### config.mk
export PLATFORM = sky130hd
export DESIGN_NAME = multi_channel_led_blink_fade_flat
export DESIGN_NICKNAME = d
export VERILOG_FILES = /design/src/rtl/core/lbf_pkg.sv /design/src/rtl/core/lbf_if.sv /design/src/rtl/core/lbf_front.sv /design/src/rtl/core/lbf_queue.sv /design/src/rtl/core/lbf_back.sv /design/src/rtl/core/multi_channel_led_blink_fade.sv /design/src/flat_wrapper.sv
export SDC_FILE = /design/constraint.sdc
export NUM_CORES = 2
export LEC_CHECK = 0
export BUFFER_PORTS_ARGS = -buffer_cell sky130_fd_sc_hd__buf_4
export CORE_MARGIN = 2
export CORE_UTILIZATION = 52
export CTS_CLUSTER_SIZE = 24
export DETAILED_ROUTE_END_ITERATION = 8
export PLACE_DENSITY = 0.68
export RECOVER_POWER = 50
export SLEW_MARGIN = 20
export SYNTH_ARGS = -nofsm -noshare
export SYNTH_HDL_FRONTEND = slang
export SYNTH_HIERARCHICAL = 1
export SYNTH_SLANG_ARGS = --single-unit
### constraint.sdc
create_clock -name clk -period 19.9 [get_ports clk]
set_input_delay 0.995 -clock clk [delete_from_list [all_inputs] [get_ports clk]]
set_output_delay 0.995 -clock clk [all_outputs]
set_load 0.1 [all_outputs]
### src/rtl/core/lbf_pkg.sv
package lbf_pkg;

  localparam int CHANNELS = 8;
  localparam int MAX_OUT  = 8;
  localparam int CH_W     = (CHANNELS > 1) ? $clog2(CHANNELS) : 1;
  localparam int IDX_W    = 3;
  localparam int CNT_W    = $clog2(MAX_OUT + 1);
  localparam int QDEPTH   = 2;
  localparam int Q_AW     = (QDEPTH > 1) ? $clog2(QDEPTH) : 1;
  localparam int TIME_W   = 32;
  localparam int MS_W     = 15;
  localparam int D_W      = 25;
  localparam int STEP_W   = 17;
  localparam int LVL_W    = 10;
  localparam int PROD_W   = 2 * D_W;
  localparam int DIV_SHIFT = 32;

  localparam logic [9:0]       US_PER_MS  = 10'd1000;
  // floor(2^32 / 255); the quotient it yields is low by at most one.
  localparam logic [D_W-1:0]   RECIP_255  = 25'd16843009;
  localparam logic [D_W-1:0]   DIV_BY     = 25'd255;
  localparam logic [7:0]       FULL_LEVEL = 8'd255;

  typedef enum logic [1:0] {
    ACT_TICK  = 2'd0,
    ACT_BLINK = 2'd1,
    ACT_FADE  = 2'd2,
    ACT_STOP  = 2'd3
  } action_t;

  typedef enum logic [2:0] {
    LAMP_IDLE = 3'd0,
    LAMP_LIT  = 3'd1,
    LAMP_DARK = 3'd2,
    LAMP_RISE = 3'd3,
    LAMP_FALL = 3'd4
  } mode_t;

  typedef struct packed {
    action_t                 action;
    logic [IDX_W-1:0]        idx;
    logic [D_W-1:0]          ivl_us;
    logic [STEP_W-1:0]       step_us;
    logic [TIME_W-1:0]       now;
    logic [TIME_W-1:0]       start_time;
  } cmd_t;

endpackage

### src/rtl/core/lbf_if.sv
interface lbf_in_if;
  logic        valid;
  logic        ready;
  logic [1:0]  action;
  logic [2:0]  led_index;
  logic [14:0] interval_ms;
  logic [14:0] fade_ms;
  logic [31:0] now_us;

  modport source(output valid, action, led_index, interval_ms, fade_ms, now_us, input ready);
  modport sink(input valid, action, led_index, interval_ms, fade_ms, now_us, output ready);
endinterface

interface lbf_out_if;
  logic       valid;
  logic       ready;
  logic [2:0] channel;
  logic       drive_write;
  logic [7:0] drive_level;
  logic       last_result;

  modport source(output valid, channel, drive_write, drive_level, last_result, input ready);
  modport sink(input valid, channel, drive_write, drive_level, last_result, output ready);
endinterface

### src/rtl/core/lbf_front.sv
module lbf_front import lbf_pkg::*; (
  input  logic       clk,
  input  logic       rst,
  lbf_in_if.sink     cmd,
  output logic       push,
  output cmd_t       push_data,
  input  logic       full
);

  typedef enum logic [4:0] {
    F_IDLE = 5'b00001,
    F_MUL  = 5'b00010,
    F_DIV  = 5'b00100,
    F_FIX  = 5'b01000,
    F_PUSH = 5'b10000
  } fstate_t;

  fstate_t            state;
  action_t            action;
  logic [IDX_W-1:0]   idx;
  logic [TIME_W-1:0]  now;
  logic [D_W-1:0]     fade_us;
  logic [D_W-1:0]     ivl_us;
  logic [PROD_W-1:0]  prod;
  logic [STEP_W-1:0]  quot;
  cmd_t               entry;

  logic [D_W-1:0]     quot_x255;
  logic [D_W-1:0]     rem;
  logic [STEP_W-1:0]  step_fix;

  assign cmd.ready = (state == F_IDLE);
  assign push      = (state == F_PUSH) && !full;
  assign push_data = entry;

  // Remainder of the estimated quotient; one correction step finishes the division.
  always_comb begin
    quot_x255 = {quot, 8'b0} - {8'b0, quot};
    rem       = fade_us - quot_x255;
    step_fix  = (rem >= DIV_BY) ? quot + 1'b1 : quot;
  end

  always_ff @(posedge clk) begin
    if (rst) begin
      state <= F_IDLE;
    end else begin
      case (state)
        F_IDLE: begin
          if (cmd.valid) begin
            action  <= action_t'(cmd.action);
            idx     <= cmd.led_index;
            now     <= cmd.now_us;
            fade_us <= D_W'(cmd.fade_ms * US_PER_MS);
            ivl_us  <= D_W'(cmd.interval_ms * US_PER_MS);
            state   <= F_MUL;
          end
        end
        F_MUL: begin
          prod  <= {{(PROD_W-D_W){1'b0}}, fade_us} * {{(PROD_W-D_W){1'b0}}, RECIP_255};
          state <= F_DIV;
        end
        F_DIV: begin
          quot  <= prod[DIV_SHIFT +: STEP_W];
          state <= F_FIX;
        end
        F_FIX: begin
          entry.action     <= action;
          entry.idx        <= idx;
          entry.ivl_us     <= ivl_us;
          entry.step_us    <= step_fix;
          entry.now        <= now;
          entry.start_time <= now - {{(TIME_W-D_W){1'b0}}, ivl_us};
          state            <= F_PUSH;
        end
        F_PUSH: begin
          if (!full) begin
            state <= F_IDLE;
          end
        end
        default: begin
          state <= F_IDLE;
        end
      endcase
    end
  end

endmodule

### src/rtl/core/lbf_queue.sv
module lbf_queue import lbf_pkg::*; (
  input  logic clk,
  input  logic rst,
  input  logic push,
  input  cmd_t push_data,
  output logic full,
  input  logic pop,
  output cmd_t pop_data,
  output logic not_empty
);

  cmd_t            entries [QDEPTH];
  logic [Q_AW-1:0] wr_ptr;
  logic [Q_AW-1:0] rd_ptr;
  logic [Q_AW:0]   count;

  assign full      = (count == (Q_AW+1)'(QDEPTH));
  assign not_empty = (count != '0);
  assign pop_data  = entries[rd_ptr];

  always_ff @(posedge clk) begin
    if (push) begin
      entries[wr_ptr] <= push_data;
    end
  end

  always_ff @(posedge clk) begin
    if (rst) begin
      wr_ptr <= '0;
      rd_ptr <= '0;
      count  <= '0;
    end else begin
      if (push) begin
        wr_ptr <= (wr_ptr == Q_AW'(QDEPTH - 1)) ? '0 : wr_ptr + 1'b1;
      end
      if (pop) begin
        rd_ptr <= (rd_ptr == Q_AW'(QDEPTH - 1)) ? '0 : rd_ptr + 1'b1;
      end
      if (push && !pop) begin
        count <= count + 1'b1;
      end else if (pop && !push) begin
        count <= count - 1'b1;
      end
    end
  end

endmodule

### src/rtl/core/lbf_back.sv
module lbf_back import lbf_pkg::*; (
  input  logic       clk,
  input  logic       rst,
  input  logic       q_valid,
  input  cmd_t       q_data,
  output logic       pop,
  lbf_out_if.source  res
);

  typedef enum logic [2:0] {
    B_IDLE  = 3'b001,
    B_SCAN  = 3'b010,
    B_FLUSH = 3'b100
  } bstate_t;

  bstate_t                  state;
  mode_t                    mode    [CHANNELS];
  logic [TIME_W-1:0]        ev_time [CHANNELS];
  logic [D_W-1:0]           ivl_us  [CHANNELS];
  logic [STEP_W-1:0]        step_us [CHANNELS];
  logic signed [LVL_W-1:0]  level   [CHANNELS];

  logic [CH_W-1:0]    ch;
  logic [CNT_W-1:0]   cnt;
  logic [TIME_W-1:0]  now;
  logic               pend_valid;
  logic [2:0]         pend_ch;
  logic [7:0]         pend_lvl;
  logic               o_valid;
  logic [2:0]         o_ch;
  logic [7:0]         o_lvl;
  logic               o_last;

  mode_t                    cur_mode;
  logic [TIME_W-1:0]        cur_ev;
  logic signed [LVL_W-1:0]  cur_lvl;
  logic [TIME_W-1:0]        due;
  logic                     active;
  logic                     hit;
  logic                     wr;
  logic [7:0]               wr_lvl;
  logic                     emit;
  logic                     out_free;
  logic                     stall;
  logic                     load_out;
  logic [CH_W-1:0]          cidx;
  logic                     in_range;

  assign res.valid       = o_valid;
  assign res.channel     = o_ch;
  assign res.drive_write = 1'b1;
  assign res.drive_level = o_lvl;
  assign res.last_result = o_last;

  assign pop      = (state == B_IDLE) && q_valid;
  assign out_free = !o_valid || res.ready;
  assign cidx     = CH_W'(q_data.idx);
  assign in_range = int'(q_data.idx) < CHANNELS;

  always_comb begin
    cur_mode = mode[ch];
    cur_ev   = ev_time[ch];
    cur_lvl  = level[ch];
    due      = cur_ev + {{(TIME_W-D_W){1'b0}}, ivl_us[ch]};
    hit      = (due <= now);
    active   = cur_mode inside {LAMP_LIT, LAMP_DARK, LAMP_RISE, LAMP_FALL};
    wr_lvl   = cur_lvl[7:0];
    case (cur_mode)
      LAMP_LIT: begin
        wr     = hit;
        wr_lvl = 8'd0;
      end
      LAMP_DARK: begin
        wr     = hit;
        wr_lvl = FULL_LEVEL;
      end
      LAMP_RISE: begin
        wr = hit && (cur_lvl <= $signed({2'b00, FULL_LEVEL}));
      end
      LAMP_FALL: begin
        wr = hit && !cur_lvl[LVL_W-1];
      end
      default: begin
        wr = 1'b0;
      end
    endcase
    // Results past the per-item limit are dropped, but the channel still advances.
    emit  = wr && (cnt < CNT_W'(MAX_OUT));
    stall = emit && pend_valid && !out_free;
    load_out = ((state == B_SCAN) && !stall && emit && pend_valid) ||
               ((state == B_FLUSH) && pend_valid && out_free);
  end

  always_ff @(posedge clk) begin
    if (rst) begin
      for (int i = 0; i < CHANNELS; i++) begin
        mode[i]    <= LAMP_IDLE;
        ev_time[i] <= '0;
        ivl_us[i]  <= '0;
        step_us[i] <= '0;
        level[i]   <= '0;
      end
      state      <= B_IDLE;
      ch         <= '0;
      cnt        <= '0;
      pend_valid <= 1'b0;
      o_valid    <= 1'b0;
    end else begin
      if (load_out) begin
        o_valid <= 1'b1;
      end else if (res.ready) begin
        o_valid <= 1'b0;
      end
      case (state)
        B_IDLE: begin
          if (q_valid) begin
            if (q_data.action == ACT_TICK) begin
              now   <= q_data.now;
              ch    <= '0;
              cnt   <= '0;
              state <= B_SCAN;
            end else begin
              if (in_range) begin
                pend_valid <= 1'b1;
                pend_ch    <= q_data.idx;
                pend_lvl   <= (q_data.action == ACT_BLINK) ? FULL_LEVEL : 8'd0;
                case (q_data.action)
                  ACT_BLINK: begin
                    mode[cidx]    <= LAMP_LIT;
                    ivl_us[cidx]  <= q_data.ivl_us;
                    ev_time[cidx] <= q_data.start_time;
                  end
                  ACT_FADE: begin
                    mode[cidx]    <= LAMP_RISE;
                    ivl_us[cidx]  <= q_data.ivl_us;
                    step_us[cidx] <= q_data.step_us;
                    level[cidx]   <= '0;
                    ev_time[cidx] <= q_data.start_time;
                  end
                  default: begin
                    mode[cidx] <= LAMP_IDLE;
                  end
                endcase
              end
              state <= B_FLUSH;
            end
          end
        end
        B_SCAN: begin
          if (!stall) begin
            if (active && hit) begin
              case (cur_mode)
                LAMP_LIT: begin
                  mode[ch]    <= LAMP_DARK;
                  ev_time[ch] <= now;
                end
                LAMP_DARK: begin
                  mode[ch]    <= LAMP_LIT;
                  ev_time[ch] <= now;
                end
                LAMP_RISE: begin
                  if (wr) begin
                    ev_time[ch] <= cur_ev + {{(TIME_W-STEP_W){1'b0}}, step_us[ch]};
                    level[ch]   <= cur_lvl + 10'sd1;
                  end else begin
                    mode[ch]    <= LAMP_FALL;
                    level[ch]   <= $signed({2'b00, FULL_LEVEL});
                    ev_time[ch] <= now;
                  end
                end
                default: begin
                  if (wr) begin
                    ev_time[ch] <= cur_ev + {{(TIME_W-STEP_W){1'b0}}, step_us[ch]};
                    level[ch]   <= cur_lvl - 10'sd1;
                  end else begin
                    mode[ch]    <= LAMP_RISE;
                    level[ch]   <= '0;
                    ev_time[ch] <= now;
                  end
                end
              endcase
            end else if (active && (now < cur_ev)) begin
              // Time ran backwards: resynchronize to the current time.
              ev_time[ch] <= now;
            end
            if (emit) begin
              if (pend_valid) begin
                o_ch    <= pend_ch;
                o_lvl   <= pend_lvl;
                o_last  <= 1'b0;
              end
              pend_valid <= 1'b1;
              pend_ch    <= 3'(ch);
              pend_lvl   <= wr_lvl;
              cnt        <= cnt + 1'b1;
            end
            if (ch == CH_W'(CHANNELS - 1)) begin
              state <= B_FLUSH;
            end else begin
              ch <= ch + 1'b1;
            end
          end
        end
        B_FLUSH: begin
          if (!pend_valid) begin
            state <= B_IDLE;
          end else if (out_free) begin
            o_ch       <= pend_ch;
            o_lvl      <= pend_lvl;
            o_last     <= 1'b1;
            pend_valid <= 1'b0;
            state      <= B_IDLE;
          end
        end
        default: begin
          state <= B_IDLE;
        end
      endcase
    end
  end

  a_idle_no_pending: assert property (@(posedge clk) disable iff (rst)
    (state == B_IDLE) |-> !pend_valid)
    else $error("pending result held while back end is idle");

  a_count_bounded: assert property (@(posedge clk) disable iff (rst)
    cnt <= CNT_W'(MAX_OUT))
    else $error("result count exceeds the per-item limit");

  a_flush_ends: assert property (@(posedge clk) disable iff (rst)
    (state == B_FLUSH && pend_valid && out_free) |=> (state == B_IDLE && o_valid && o_last))
    else $error("final result not delivered on flush");

  a_stall_holds: assert property (@(posedge clk) disable iff (rst)
    (state == B_SCAN && stall) |=> (state == B_SCAN && ch == $past(ch)))
    else $error("scan advanced while the output was blocked");

endmodule

### src/rtl/core/multi_channel_led_blink_fade.sv
// LED blink and fade controller for eight channels. Start blink, start fade and stop
// commands address one channel and return a single result item; a tick item scans every
// channel and returns one item per channel whose output changes, the final one marked by
// last_result, or none at all. The front end steps items through capture, multiply and
// quotient stages for the fade step delay, correction and queue push, taking no new item
// before the push, stalling on a full queue, and holds up to two items in its queue while
// the back end works. The back end, which owns the channel table, takes a command and
// delivers its result; on a tick it takes the item, visits one channel per cycle unless
// stalled, then delivers the final result; this scan sets the sustained rate for tick
// traffic. A stalled result port pauses the scan only when a second result is ready to
// leave. Time is compared modulo 2^32 against now_us in microseconds.
module multi_channel_led_blink_fade import lbf_pkg::*; (
  input  logic       clk,
  input  logic       rst,
  lbf_in_if.sink     cmd,
  lbf_out_if.source  res
);

  logic push;
  logic full;
  cmd_t push_data;
  logic pop;
  cmd_t pop_data;
  logic not_empty;

  lbf_front u_front (
    .clk       (clk),
    .rst       (rst),
    .cmd       (cmd),
    .push      (push),
    .push_data (push_data),
    .full      (full)
  );

  lbf_queue u_queue (
    .clk       (clk),
    .rst       (rst),
    .push      (push),
    .push_data (push_data),
    .full      (full),
    .pop       (pop),
    .pop_data  (pop_data),
    .not_empty (not_empty)
  );

  lbf_back u_back (
    .clk     (clk),
    .rst     (rst),
    .q_valid (not_empty),
    .q_data  (pop_data),
    .pop     (pop),
    .res     (res)
  );

endmodule

### src/flat_wrapper.sv
// flat-port wrapper written by rule: the top's interface ports become plain ports
module multi_channel_led_blink_fade_flat import lbf_pkg::*;
  (clk, rst, cmd_valid, cmd_action, cmd_led_index, cmd_interval_ms, cmd_fade_ms, cmd_now_us, cmd_ready, res_valid, res_channel, res_drive_write, res_drive_level, res_last_result, res_ready);
  lbf_in_if cmd_i ();
  lbf_out_if res_i ();
  input  logic clk;
  input  logic rst;
  input wire logic [$bits(cmd_i.valid)-1:0] cmd_valid;
  input wire logic [$bits(cmd_i.action)-1:0] cmd_action;
  input wire logic [$bits(cmd_i.led_index)-1:0] cmd_led_index;
  input wire logic [$bits(cmd_i.interval_ms)-1:0] cmd_interval_ms;
  input wire logic [$bits(cmd_i.fade_ms)-1:0] cmd_fade_ms;
  input wire logic [$bits(cmd_i.now_us)-1:0] cmd_now_us;
  output wire logic [$bits(cmd_i.ready)-1:0] cmd_ready;
  output wire logic [$bits(res_i.valid)-1:0] res_valid;
  output wire logic [$bits(res_i.channel)-1:0] res_channel;
  output wire logic [$bits(res_i.drive_write)-1:0] res_drive_write;
  output wire logic [$bits(res_i.drive_level)-1:0] res_drive_level;
  output wire logic [$bits(res_i.last_result)-1:0] res_last_result;
  input wire logic [$bits(res_i.ready)-1:0] res_ready;
  assign cmd_i.valid = cmd_valid;
  assign cmd_i.action = cmd_action;
  assign cmd_i.led_index = cmd_led_index;
  assign cmd_i.interval_ms = cmd_interval_ms;
  assign cmd_i.fade_ms = cmd_fade_ms;
  assign cmd_i.now_us = cmd_now_us;
  assign cmd_ready = cmd_i.ready;
  assign res_valid = res_i.valid;
  assign res_channel = res_i.channel;
  assign res_drive_write = res_i.drive_write;
  assign res_drive_level = res_i.drive_level;
  assign res_last_result = res_i.last_result;
  assign res_i.ready = res_ready;
  multi_channel_led_blink_fade u_core (.clk(clk), .rst(rst), .cmd(cmd_i), .res(res_i));
endmodule
## After elaboration in Yosys (flattened, before gate mapping)

Memory sizes are Yosys's and may differ from the RTL's. A register that Yosys moved wholly into a read port is not among the register bits.
Cells that the tools add are included.
Widths: inputs -> output; s select.

| cells by class | value |
|---|---|
| add/subtract/negate cells | 14 |
| multiply operators | 3 |
| magnitude comparators | 5 |
| eq/ne operators | 29 |
| muxes and demuxes | 183 |
| bitwise operators | 17 |
| reductions and logical operators | 56 |

Operator list:

| kind | count |
|---|---|
| $mux 32 | 9 |
| $mux 3 | 44 |
| $mux 1 | 91 |
| $mux 8 | 10 |
| $reduce_or 32->1 | 2 |
| $mux 10 | 5 |
| $mux 25 | 2 |
| $pmux 8 s2 | 3 |
| $mul 22x25->46 const B | 1 |
| $mul 15x7->22 const B | 2 |
| $mux 17 | 2 |
| $add 32x17->32 | 1 |
| $add 32x25->32 | 1 |
| $le 32x32->1 | 1 |
| $lt 32x32->1 | 1 |
| $sub 32x25->32 | 1 |
| $ge 25x8->1 const B | 1 |
| $pmux 5 s5 | 1 |
| $reduce_or 25->1 | 1 |
| $sub 25x17->25 | 1 |
| $sub 25x25->25 | 1 |
| $ne 2x2->1 const B | 10 |
| $reduce_or 10->1 | 2 |
| $pmux 3 s2 | 3 |
| other kinds (47) | 111 |

| storage, ports and cells | value |
|---|---|
| flip-flop bits (word level) | 328 |
| memory bits (writable) | 912 |
| bits of input ports | 71 |
| output and inout bits | 15 |
| word-level logic and storage cells | 341 |
| memories kept | 6 |

Memory list:

| memory | words | width | rd ports | clocked after memory_dff | write ports | RTL line | source |
|---|---|---|---|---|---|---|---|
| u_core.u_back.ev_time | 8 | 32 | 1 | 1 | 8 | lbf_back.sv:18 | `logic [TIME_W-1:0] ev_time [CHANNELS];` |
| u_core.u_queue.entries | 2 | 108 | 1 | 1 | 1 | lbf_queue.sv:12 | `cmd_t entries [QDEPTH];` |
| u_core.u_back.ivl_us | 8 | 25 | 1 | 1 | 8 | lbf_back.sv:19 | `logic [D_W-1:0] ivl_us [CHANNELS];` |
| u_core.u_back.step_us | 8 | 17 | 1 | 1 | 8 | lbf_back.sv:20 | `logic [STEP_W-1:0] step_us [CHANNELS];` |
| u_core.u_back.level | 8 | 10 | 1 | 1 | 8 | lbf_back.sv:21 | `logic signed [LVL_W-1:0] level [CHANNELS];` |
| u_core.u_back.mode | 8 | 3 | 1 | 1 | 8 | lbf_back.sv:17 | `mode_t mode [CHANNELS];` |

## Logic depth before layout (Yosys ltp)

| logic depth | value |
|---|---|
| word-level depth | 19 |
| depth in mapped cells | 34 |
| depth with buffers taken out | 25 |

## Cells and area by module

The synthesis kept the hierarchy.

By module, submodules not included:

| module | instances | cells each | area an instance (sq um) | seq. area each (sq um) |
|---|---|---|---|---|
| lbf_back | 1 | 2841 | 38411.8 | 22851.9 |
| lbf_front | 1 | 1512 | 17292.8 | 6706.4 |
| lbf_queue | 1 | 367 | 8247.9 | 6766.5 |

## Worst setup path before layout

Ideal clock, no wire load.

| path | value |
|---|---|
| path kind | reg2reg |
| start point | register (tool-made name) |
| end point | memory u_core.u_back.ev_time[2][0] (enable) |
| setup time | 0.483 ns |
| arrival | 8.310 ns |
| required time | 19.417 ns |
| slack | 11.107 ns |
| stages on the path, launching flop included | 32 |
| path buffers | 7 |
| clock period less this slack | 8.793 ns |
| cells stage by stage | dfxtp_1 buf_2 buf_2 buf_2 clkbuf_1 clkbuf_1 buf_2 mux4_2 mux2_2 ha_1 inv_1 fa_1 nor2b_1 o31a_1 o2111ai_1 a211oi_1 o31ai_1 a211oi_1 o21ai_0 a21oi_1 xnor2_1 ha_1 nand4_1 or4_1 nor4b_1 a21oi_1 or2_2 nand4b_1 a21oi_2 buf_2 a21oi_1 nand2b_1 |

RTL lines:

| what | RTL line |
|---|---|
| to (decl) | lbf_back.sv:18 |

==> flow_metrics.tcl <==
set metrics [dict create \
    worstSetupPathType "reg -> reg" \
    drive_above_1_share_pct 14.1 \
    htree_levels 4 \
    ios 86 \
    die-area_sq_um 126000 \
    overflow 0 \
    worst_slew_pin_slew_ns 4.12 \
    vias 38200 \
    vdd_drop_max_v 0.0000816 \
    grt_max_degree 65 \
    rsz0062_at_grt "no" \
    final_area_sq_um 70400 \
    drc_errors 0 \
    slew-limit-headroom_pct -175 \
    syn-cell-area_sq_um 64000 \
    wl_per_cell_um 23.7 \
    grt.busiest_layer "met2" \
    fin_crit_ns 11.06 \
    syn_avg_cell_area_sq_um 13.5 \
    initial_utilization_pct 52.5 \
    synth_edf_count 1193 \
    use_met3_pct 5.00 \
    drt_iter0_markers 3884 \
    cts_hold_buf 0 \
    postCtsResizedCells 0 \
    cts_root_buffer "clkbuf_16" \
    async_flop_share_pct 0 \
    timing.fmax_ghz 0.0905 \
    drt-pass1-iter-count 5 \
    finalMaxSlewViolations 716 \
    yosysMostFrequentCell "edfxtp_1" \
    synth-seq-cells 1218 \
    yosys_warnings 6 \
    outcome "finished with violations" \
    synth_top_area_share_pct 56.0 \
    dp.cells 6322 \
    die_w_um 355 \
    ant_nets 0 \
    setup_viol 0 \
    drv_cap 19 \
    grt_first_pass_wirelength_mm 234 \
    dp.final_hpwl_mm 106 \
    period_share_pct 55.6 \
    core_area_sq_um 122000 \
    critPathLaunchType "flip-flop" \
    final-instance-count-excl-fill 6560 \
    critPathCaptureType "flip-flop" \
    grt_use_met1_pct 35.8 \
    numCtsBuffers 130 \
    dieHeight_um 355 \
    finClkSkew_ns 0.0236 \
    grt_antenna_before_repair 4 \
    netlist_top_cells_area "edfxtp_1 (56%), ha_1 (7.1%), mux4_2 (6.2%)" \
    arrival_ns 11.43 \
    synth_largest_area_cell "edfxtp_1" \
    synth_common_cells "edfxtp_1 (1193), nor2_1 (509), ha_1 (364)" \
    violations "capacitance limit, slew limit" \
    clk_pin_slew_ns 0.06 \
    num-nets-final 5384 \
    clk_latency_ns 0.78 \
    grt_pass1_vias 38000 \
    io_buffers 84 \
    clock-sinks 1218 \
    track_usage_pct 24.9 \
    p_leak_nw 26.3 \
    fillers 9549 \
    totalWireLength_mm 155 \
    cts_buffer_depth 3 \
    finalHoldViolations 0 \
    cts_setup_buffers 0 \
    placed_cell_area_sq_um 66500 \
    cts_tree "done" \
    cp_max_fo 44 \
    tns_ns 0 \
    hp-class "reg -> reg" \
    gp_congestion 0.912 \
    rows 128 \
    via_per_inst 5.83 \
    ys_types 95 \
    synthCells 4720 \
    grtUsageMet2_pct 38.7 \
    synthToLayoutAreaGrowth_pct 10.1 \
    required_ns 20.28 \
    ys_seq_area_share_pct 56.8 \
    synth_ff_type "edfxtp_1" \
    p_per_area_nw_per_um2 107 \
]
-- layer usage --
metal / share of wire, % / wire, um
met5: 0.0084 / 13
met4: 2.5 / 3820
met3: 8.5 / 13300
met2: 46 / 71700
met1: 43 / 66600
-- state kept, by name (all words and copies together) (netlist names), 3 cells and up, named ones only --
| name | count |
|---|---|
| u_core/u_back/pend_lvl | 8 |
| u_core/u_back/pend_ch | 3 |
| u_core/u_front/quot | 17 |
| u_core/u_back/res.drive_level | 8 |
| u_core/u_front/fade_us | 22 |
| u_core/u_front/now | 32 |
| u_core/u_back/cnt | 4 |
| u_core/u_back/step_us | 136 |
| u_core/u_front/ivl_us | 22 |
| u_core/u_front/state | 5 |
| u_core/u_front/prod | 17 |
| u_core/u_back/res.channel | 3 |
| u_core/u_back/ivl_us | 200 |
| u_core/u_queue/entries | 222 |
| u_core/u_back/ch | 3 |
| u_core/u_back/ev_time | 256 |
| u_core/u_back/level | 80 |
| u_core/u_back/now | 32 |
| u_core/u_back/state | 3 |
| u_core/u_front/push_data | 105 |
| u_core/u_back/mode | 24 |
| u_core/u_front/idx | 3 |
-- logic make-up after synthesis --
family | synth area share, %
xor gates and xnor gates | 2.18
buffers and inverters | 3.35
muxes | 10.6
adders and majority gates | 10.8
other | 0.0117
DFF | 56.8
and+or+nand+nor | 10.9
AOI/OAI and AO/OA | 5.34
-- stage by stage --
stage	util [%]	worst slack, ns	total power [W]	hold WS, ns
global route	57.7	8.11	0.00795	0.386
finish	57.7	8.84	0.00753	0.417
floorplan	-	11.11	0.00472	0.400
global placement	54.5	8.75	0.00522	0.402
detailed placement	54.5	8.65	0.00526	0.405
CTS	57.8	8.57	0.00757	0.342
-- layout make-up --
class | count | area [sq um] | area share, %
well taps | 1625 | 2030 | 2.89
diodes | 5 | 12.5 | 0.0178
inverters | 360 | 1350 | 1.92
multi-input cells | 2985 | 25700 | 36.5
clock buffers | 165 | 3490 | 4.96
clock inverters | 66 | 556 | 0.789
flip-flops and latches | 1218 | 36300 | 51.6
repair buffers | 136 | 903 | 1.28
-- worst max-delay path, stage by stage (launching register included) --
cell       delay (ns)
dfxtp_4          0.73
buf_4            0.79
buf_4            0.51
buf_16           0.32
mux4_2           0.53
mux2_2           0.29
ha_1             0.35
nor2b_1          0.16
o31a_1           0.27
o2111ai_1        0.28
a211oi_1         0.16
o31ai_1          0.53
a211oi_1         0.21
o21ai_0          0.41
a21oi_1          0.15
xnor2_1          0.17
ha_1             0.32
nand4_1          0.21
or4_1            0.57
nor4b_1          0.32
a21oi_1          0.11
nor2_1           0.22
nand2_1          0.31
a21oi_4          0.48
buf_4            0.88
a21oi_4          0.07
buf_4            0.33
nand2b_2         0.83
-- worst paths after layout --
path / to / cells past startpoint / slack [ns] / startpoint
worst max-delay path: u_core/u_back/ev_time[7][13]$_SDFFCE_PN0P_ / 27 / 8.84 / flip-flop
worst min register to register: u_core/u_front/quot[11]$_DFFE_PP_ / 0 / 0.42 / u_core/u_front/prod[43]$_DFFE_PP_
worst max register to register: u_core/u_back/ev_time[7][13]$_SDFFCE_PN0P_ / 27 / 8.84 / flip-flop
worst min-delay path: u_core/u_front/quot[11]$_DFFE_PP_ / 0 / 0.42 / u_core/u_front/prod[43]$_DFFE_PP_
-- layout by cell type, fill, tap and decap left out, types with 14 or more instances in the layout --
cell type  count
a211oi_1      23
a21o_1        39
a21oi_1      167
a221oi_1      15
a31oi_1       14
and2_0       107
and2_1       242
and3_1        22
buf_4         59
clkbuf_1      72
clkbuf_16    135
clkbuf_4      33
clkinv_1      23
clkinv_2      19
dfxtp_1       22
edfxtp_1    1193
fa_1         118
ha_1         364
inv_1        359
mux2_1        35
mux2_2       133
mux2i_1       43
mux2i_2       17
mux4_2       175
nand2_1      186
nand2b_1      44
nand3_1       42
nand4_1       32
nor2_1       498
nor2b_1       33
nor3_1        61
nor4_1        16
o211ai_1      15
o21a_1        22
o21ai_0       99
or2_2         22
xnor2_1      112
xor2_1        47
-- where the power goes --
| part | internal [W] | leakage, nW | switching, W |
|---|---|---|---|
| clock network | 0.00131 | 1.96 | 0.000996 |
| registers | 0.00304 | 11.9 | 0.0000968 |
| logic | 0.000869 | 12.5 | 0.00121 |
| total | 0.00522 | 26.3 | 0.00230 |
(Power assumes the default switching activity.)
